**config.mk**
```make
export PLATFORM = sky130hd
export DESIGN_NAME = msie_ctrl
export DESIGN_NICKNAME = d
export VERILOG_FILES = /design/src/msie_pkg.sv /design/src/msie_ctrl.sv
export SDC_FILE = /design/constraint.sdc
export NUM_CORES = 1
export LEC_CHECK = 0
export BUFFER_PORTS_ARGS = -buffer_cell sky130_fd_sc_hd__buf_2
export CORE_AREA = 2 2 39 41
export CTS_CLUSTER_SIZE = 10
export DETAILED_ROUTE_END_ITERATION = 10
export DIE_AREA = 0 0 41 43
export GPL_TIMING_DRIVEN = 1
export SYNTH_ARGS = -nofsm -noshare
export SYNTH_HDL_FRONTEND = slang
export SYNTH_SLANG_ARGS = --single-unit
```
**constraint.sdc**
```tcl
create_clock -name clk -period 2 [get_ports clk]
set_input_delay 0.1 -clock clk [delete_from_list [all_inputs] [get_ports clk]]
set_output_delay 0.1 -clock clk [all_outputs]
set_load 0.01 [all_outputs]
```
**src/msie_pkg.sv**
```systemverilog
// ============================================================================
// msie_pkg
// Shared types and constants for the MIPS subset instruction executor.
// ============================================================================
package msie_pkg;

    localparam logic [31:0] STACK_TOP_RESET = 32'd1048572;

    typedef enum logic [2:0] {
        PK_NONE = 3'd0,
        PK_LB   = 3'd1,
        PK_LBU  = 3'd2,
        PK_LH   = 3'd3,
        PK_LHU  = 3'd4,
        PK_LW   = 3'd5
    } pend_kind_t;

    typedef enum logic [1:0] {
        MEM_NONE  = 2'd0,
        MEM_LOAD  = 2'd1,
        MEM_STORE = 2'd2
    } mem_op_t;

    typedef enum logic [2:0] {
        ST_IDLE  = 3'd0,
        ST_EXEC  = 3'd1,
        ST_MUL   = 3'd2,
        ST_DIV   = 3'd3,
        ST_DFIX  = 3'd4,
        ST_OUT   = 3'd5
    } state_t;

    // controller -> datapath
    typedef struct packed {
        logic load_in;    // capture input item, read operands
        logic exec;       // execute item, build result
        logic mul_start;
        logic mul_step;   // second partial-product pass
        logic div_start;
        logic div_step;
        logic div_fix;    // apply signs, write HI/LO
        logic out_clear;  // result taken
    } ctrl_t;

    // datapath -> controller
    typedef struct packed {
        logic is_mul;
        logic is_div;
        logic div_done;
    } stat_t;

    localparam logic [5:0] OP_SPECIAL = 6'd0;
    localparam logic [5:0] OP_J     = 6'd2;
    localparam logic [5:0] OP_JAL   = 6'd3;
    localparam logic [5:0] OP_BEQ   = 6'd4;
    localparam logic [5:0] OP_BNE   = 6'd5;
    localparam logic [5:0] OP_BLEZ  = 6'd6;
    localparam logic [5:0] OP_BGTZ  = 6'd7;
    localparam logic [5:0] OP_ADDI  = 6'd8;
    localparam logic [5:0] OP_ADDIU = 6'd9;
    localparam logic [5:0] OP_SLTI  = 6'd10;
    localparam logic [5:0] OP_SLTIU = 6'd11;
    localparam logic [5:0] OP_ANDI  = 6'd12;
    localparam logic [5:0] OP_ORI   = 6'd13;
    localparam logic [5:0] OP_XORI  = 6'd14;
    localparam logic [5:0] OP_LB    = 6'd32;
    localparam logic [5:0] OP_LH    = 6'd33;
    localparam logic [5:0] OP_LW    = 6'd35;
    localparam logic [5:0] OP_LBU   = 6'd36;
    localparam logic [5:0] OP_LHU   = 6'd37;
    localparam logic [5:0] OP_SB    = 6'd40;
    localparam logic [5:0] OP_SH    = 6'd41;
    localparam logic [5:0] OP_SW    = 6'd43;

    localparam logic [5:0] FN_SLL   = 6'd0;
    localparam logic [5:0] FN_SRL   = 6'd2;
    localparam logic [5:0] FN_SRA   = 6'd3;
    localparam logic [5:0] FN_SLLV  = 6'd4;
    localparam logic [5:0] FN_SRLV  = 6'd6;
    localparam logic [5:0] FN_JR    = 6'd8;
    localparam logic [5:0] FN_JALR  = 6'd9;
    localparam logic [5:0] FN_SYSC  = 6'd12;
    localparam logic [5:0] FN_MFHI  = 6'd16;
    localparam logic [5:0] FN_MTHI  = 6'd17;
    localparam logic [5:0] FN_MFLO  = 6'd18;
    localparam logic [5:0] FN_MTLO  = 6'd19;
    localparam logic [5:0] FN_MULT  = 6'd24;
    localparam logic [5:0] FN_MULTU = 6'd25;
    localparam logic [5:0] FN_DIV   = 6'd26;
    localparam logic [5:0] FN_DIVU  = 6'd27;
    localparam logic [5:0] FN_ADD   = 6'd32;
    localparam logic [5:0] FN_ADDU  = 6'd33;
    localparam logic [5:0] FN_SUB   = 6'd34;
    localparam logic [5:0] FN_SUBU  = 6'd35;
    localparam logic [5:0] FN_AND   = 6'd36;
    localparam logic [5:0] FN_OR    = 6'd37;
    localparam logic [5:0] FN_XOR   = 6'd38;
    localparam logic [5:0] FN_NOR   = 6'd39;
    localparam logic [5:0] FN_SLT   = 6'd42;
    localparam logic [5:0] FN_SLTU  = 6'd43;

endpackage

```
**src/msie_ctrl.sv**
```systemverilog
// ============================================================================
// msie_ctrl
// Sequencer for one item at a time: capture, execute, multiply, divide, output.
// ============================================================================
module msie_ctrl (
    input  logic             clk,
    input  logic             rst_n,
    input  logic             in_fire,
    input  logic             out_fire,
    input  msie_pkg::stat_t  stat,
    output msie_pkg::ctrl_t  ctrl,
    output logic             in_ready,
    output logic             out_valid
);

    msie_pkg::state_t state_reg;
    msie_pkg::state_t state_next;

    always_ff @(posedge clk or negedge rst_n)
    begin
        if (!rst_n)
        begin
            state_reg <= msie_pkg::ST_IDLE;
        end
        else
        begin
            state_reg <= state_next;
        end
    end

    always_comb
    begin
        state_next = state_reg;
        case (state_reg)
            msie_pkg::ST_IDLE:
            begin
                if (in_fire)
                begin
                    state_next = msie_pkg::ST_EXEC;
                end
            end
            msie_pkg::ST_EXEC:
            begin
                if (stat.is_mul)
                begin
                    state_next = msie_pkg::ST_MUL;
                end
                else if (stat.is_div)
                begin
                    state_next = msie_pkg::ST_DIV;
                end
                else
                begin
                    state_next = msie_pkg::ST_OUT;
                end
            end
            msie_pkg::ST_MUL:
            begin
                state_next = msie_pkg::ST_OUT;
            end
            msie_pkg::ST_DIV:
            begin
                if (stat.div_done)
                begin
                    state_next = msie_pkg::ST_DFIX;
                end
            end
            msie_pkg::ST_DFIX:
            begin
                state_next = msie_pkg::ST_OUT;
            end
            msie_pkg::ST_OUT:
            begin
                if (out_fire)
                begin
                    state_next = msie_pkg::ST_IDLE;
                end
            end
            default:
            begin
                state_next = msie_pkg::ST_IDLE;
            end
        endcase
    end

    always_comb
    begin
        ctrl      = '0;
        in_ready  = 1'b0;
        out_valid = 1'b0;
        case (state_reg)
            msie_pkg::ST_IDLE:
            begin
                in_ready      = 1'b1;
                ctrl.load_in  = in_fire;
            end
            msie_pkg::ST_EXEC:
            begin
                ctrl.exec      = 1'b1;
                ctrl.mul_start = stat.is_mul;
                ctrl.div_start = stat.is_div;
            end
            msie_pkg::ST_MUL:
            begin
                ctrl.mul_step = 1'b1;
            end
            msie_pkg::ST_DIV:
            begin
                ctrl.div_step = 1'b1;
            end
            msie_pkg::ST_DFIX:
            begin
                ctrl.div_fix = 1'b1;
            end
            msie_pkg::ST_OUT:
            begin
                out_valid      = 1'b1;
                ctrl.out_clear = out_fire;
            end
            default:
            begin
                ctrl = '0;
            end
        endcase
    end

`ifndef SYNTHESIS
    a_one_cmd: assert property (@(posedge clk) disable iff (!rst_n)
        $onehot0({ctrl.exec, ctrl.mul_step, ctrl.div_step, ctrl.div_fix}))
        else $error("multiple datapath commands");
    a_div_fix: assert property (@(posedge clk) disable iff (!rst_n)
        ctrl.div_fix |-> $past(ctrl.div_step))
        else $error("divide fixup without divide");
    a_out_after: assert property (@(posedge clk) disable iff (!rst_n)
        out_fire |=> in_ready)
        else $error("not ready after result");
`endif

endmodule

```
==> metrics.yaml <==
hold_path:
  hold_path_depth: 2
  hp-class: "primary input to register"
place:
  port_buffers: 16
  place.gp.congestion: 0.760
  dpl_cell_area_sq_um: 344
  post-place-cells: 62
  post-place-ws_ps: 682
clocking:
  cts_tree: "done"
  cts-buffers-inserted: 3
  clkTransAtPathRegs_ps: 40
  clockRootBuffer: "clkbuf_4"
  cts_max_level: 1
  insertion_delay_ps: 240
  clock-sinks: 3
  cts_max_path_buffers: 2
pwr:
  power_density_nw_per_um2: 1470
  fin_total_pwr_mw: 0.560
  peakVddDrop_mv: 0.388
  p_leak_nw: 0.209
worst_setup_path:
  rr_endpoint: "state_reg[2]"
  cp-end-kind: "primary output"
  start_kind: "register"
  r2r_slack_ps: 680
  path_class: "register to primary output"
  endpoint: "ctrl[0]"
  timing.rr.start: "state_reg[2]"
  reg2reg_depth: 3
  arrival_ps: 1270
  crit_fanout: 13
  crit_required_ps: 1900
  crit_start: "state_reg[0]"
timing:
  finalCriticalPeriod_ps: 1370
  period_share_pct: 68.5
  max-slew-margin-rel_pct: 78.1
  finalSetupViolCount: 0
  finalClockSkew_ps: 5.44
  rsz0062_at_grt: "no"
  hold_violations: 0
  tightest_slew_ps: 328
  tns_ps: 0
  slew_viol_final: 0
  layout_setup_ws_ps: 630
  fin_hold_ws_ps: 113
  fmax_mhz: 730
grt:
  grt-ovfl-total: 0
  antenna_found_initial: 0
  grt_util_all_layers_pct: 10.1
  grt_max_degree: 14
  grt_pass1_wl_mm: 1.15
  grt_pass1_vias: 267
synthesis:
  ys_seq_area_share_pct: 28.0
  synth-seq-cells: 3
  synth_warnings: 0
  ys.flop_type: "dfrtp_1"
  async_reset_ff_share_pct: 100
  yosysUniqueCellTypes: 22
  avgSynthCellArea_sq_um: 8.11
  synth_top_cell_area_share_pct: 28.0
  synth_nets: 40
  synth_common_cells: "dfrtp_1, nor2_1"
  synth-edff-count: 0
  yosys-top-cells-area: "dfrtp_1, nor3b_1, and2_1"
  synth_area_sq_um: 268
  synthesis.instances: 33
  synth_top_area_cell: "dfrtp_1"
final_layout:
  layoutNonFillerInstCount: 67
  largest_reg_flops: 3
  drive_gt1_share_pct: 45.1
  antenna_cells: 0
  nNetsFinal: 59
  n_fill_cell: 160
  area_growth_syn_to_layout_pct: 42.1
  finalInstanceArea_sq_um: 380
  post-route-util_pct: 27.5
drt:
  wl_met2_um: 307
  wl_met1_um: 275
  firstDrtPassIters: 3
  wl_per_cell_um: 9.87
  vias_per_cell: 4.37
  num_vias: 293
  drt-initial-drc-count: 3
  maxUsedRoutingLayer: "met4"
  drc: 0
  drtAntennaViolNets: 0
  wl_um: 661
  wl_met3_um: 42
status:
  status: "completed"
die:
  core_area_sq_um: 1380
  die_x_um: 41
  num_rows: 14
  die_y_um: 43
  start_util_pct: 19.3
  die_area_sq_um: 1760
  ioPinCount: 17
run:
  drv_cap: 0
==> worst max-delay path, cell delays in order, from the launching register on <==
cell,delay [ps]
dfrtp_1,490
and3b_2,260
and2_1,150
buf_2,130
==> placed cells by master, fill, tap and decap left out, types with 2 or more instances in the layout <==
cell and n:
buf_2 16, nor2_1 3, clkbuf_4 3, dfrtp_1 3
nor3b_1 2, nand2_1 2, inv_1 2, and3_1 2
and2_1 2, o21ai_0 2, a21oi_1 2
==> report_power, final <==
part           leakage (nW)  switching [mW]  internal (mW)  total, mW
clock network        0.0150          0.0387         0.0753      0.114
logic                 0.157           0.139          0.146      0.285
registers            0.0370          0.0718         0.0891      0.161
total                 0.209           0.249          0.310      0.560
==> metal layers <==
layer / track usage (%) / vias up
li1: - / 151
met3: 1.57 / 4
met1: 12.6 / 124
met2: 12.5 / 14
met4: 12.0 / 0
met5: 0 / -
==> final cells by class <==
| class | instances | area, sq um | area share, % |
|---|---|---|---|
| Tap cell | 16 | 20.0 | 5.26 |
| Clock buffer | 4 | 26.3 | 6.91 |
| Inverter | 2 | 7.51 | 1.97 |
| Multi-Input combinational cell | 25 | 161 | 42.4 |
| Timing Repair Buffer | 17 | 90.1 | 23.7 |
| Sequential cell | 3 | 75.1 | 19.7 |
==> worst min-delay path by stage <==
stage / startpoint / endpoint / slack, ps
finish: stat[0] / state_reg[1] / 110
detailed placement: rst_n / state_reg[1] / -100
global route: stat[0] / state_reg[1] / 110
global placement: rst_n / state_reg[0] / -100
floorplan: rst_n / state_reg[0] / -200
CTS: stat[0] / state_reg[1] / 110
==> kinds of logic after synthesis <==
kind of cell    synth area share, %
buf+inv                        11.7
flops                          28.0
simple gates                   39.3
compound gates                 21.0
==> timing repair <==
item,4_1_cts,5_1_grt
resized for setup,0,0
hold buffers,1,0
setup buffers,0,0
hold endpoints to repair,3,0
Power figures use the tool's default switching activity.
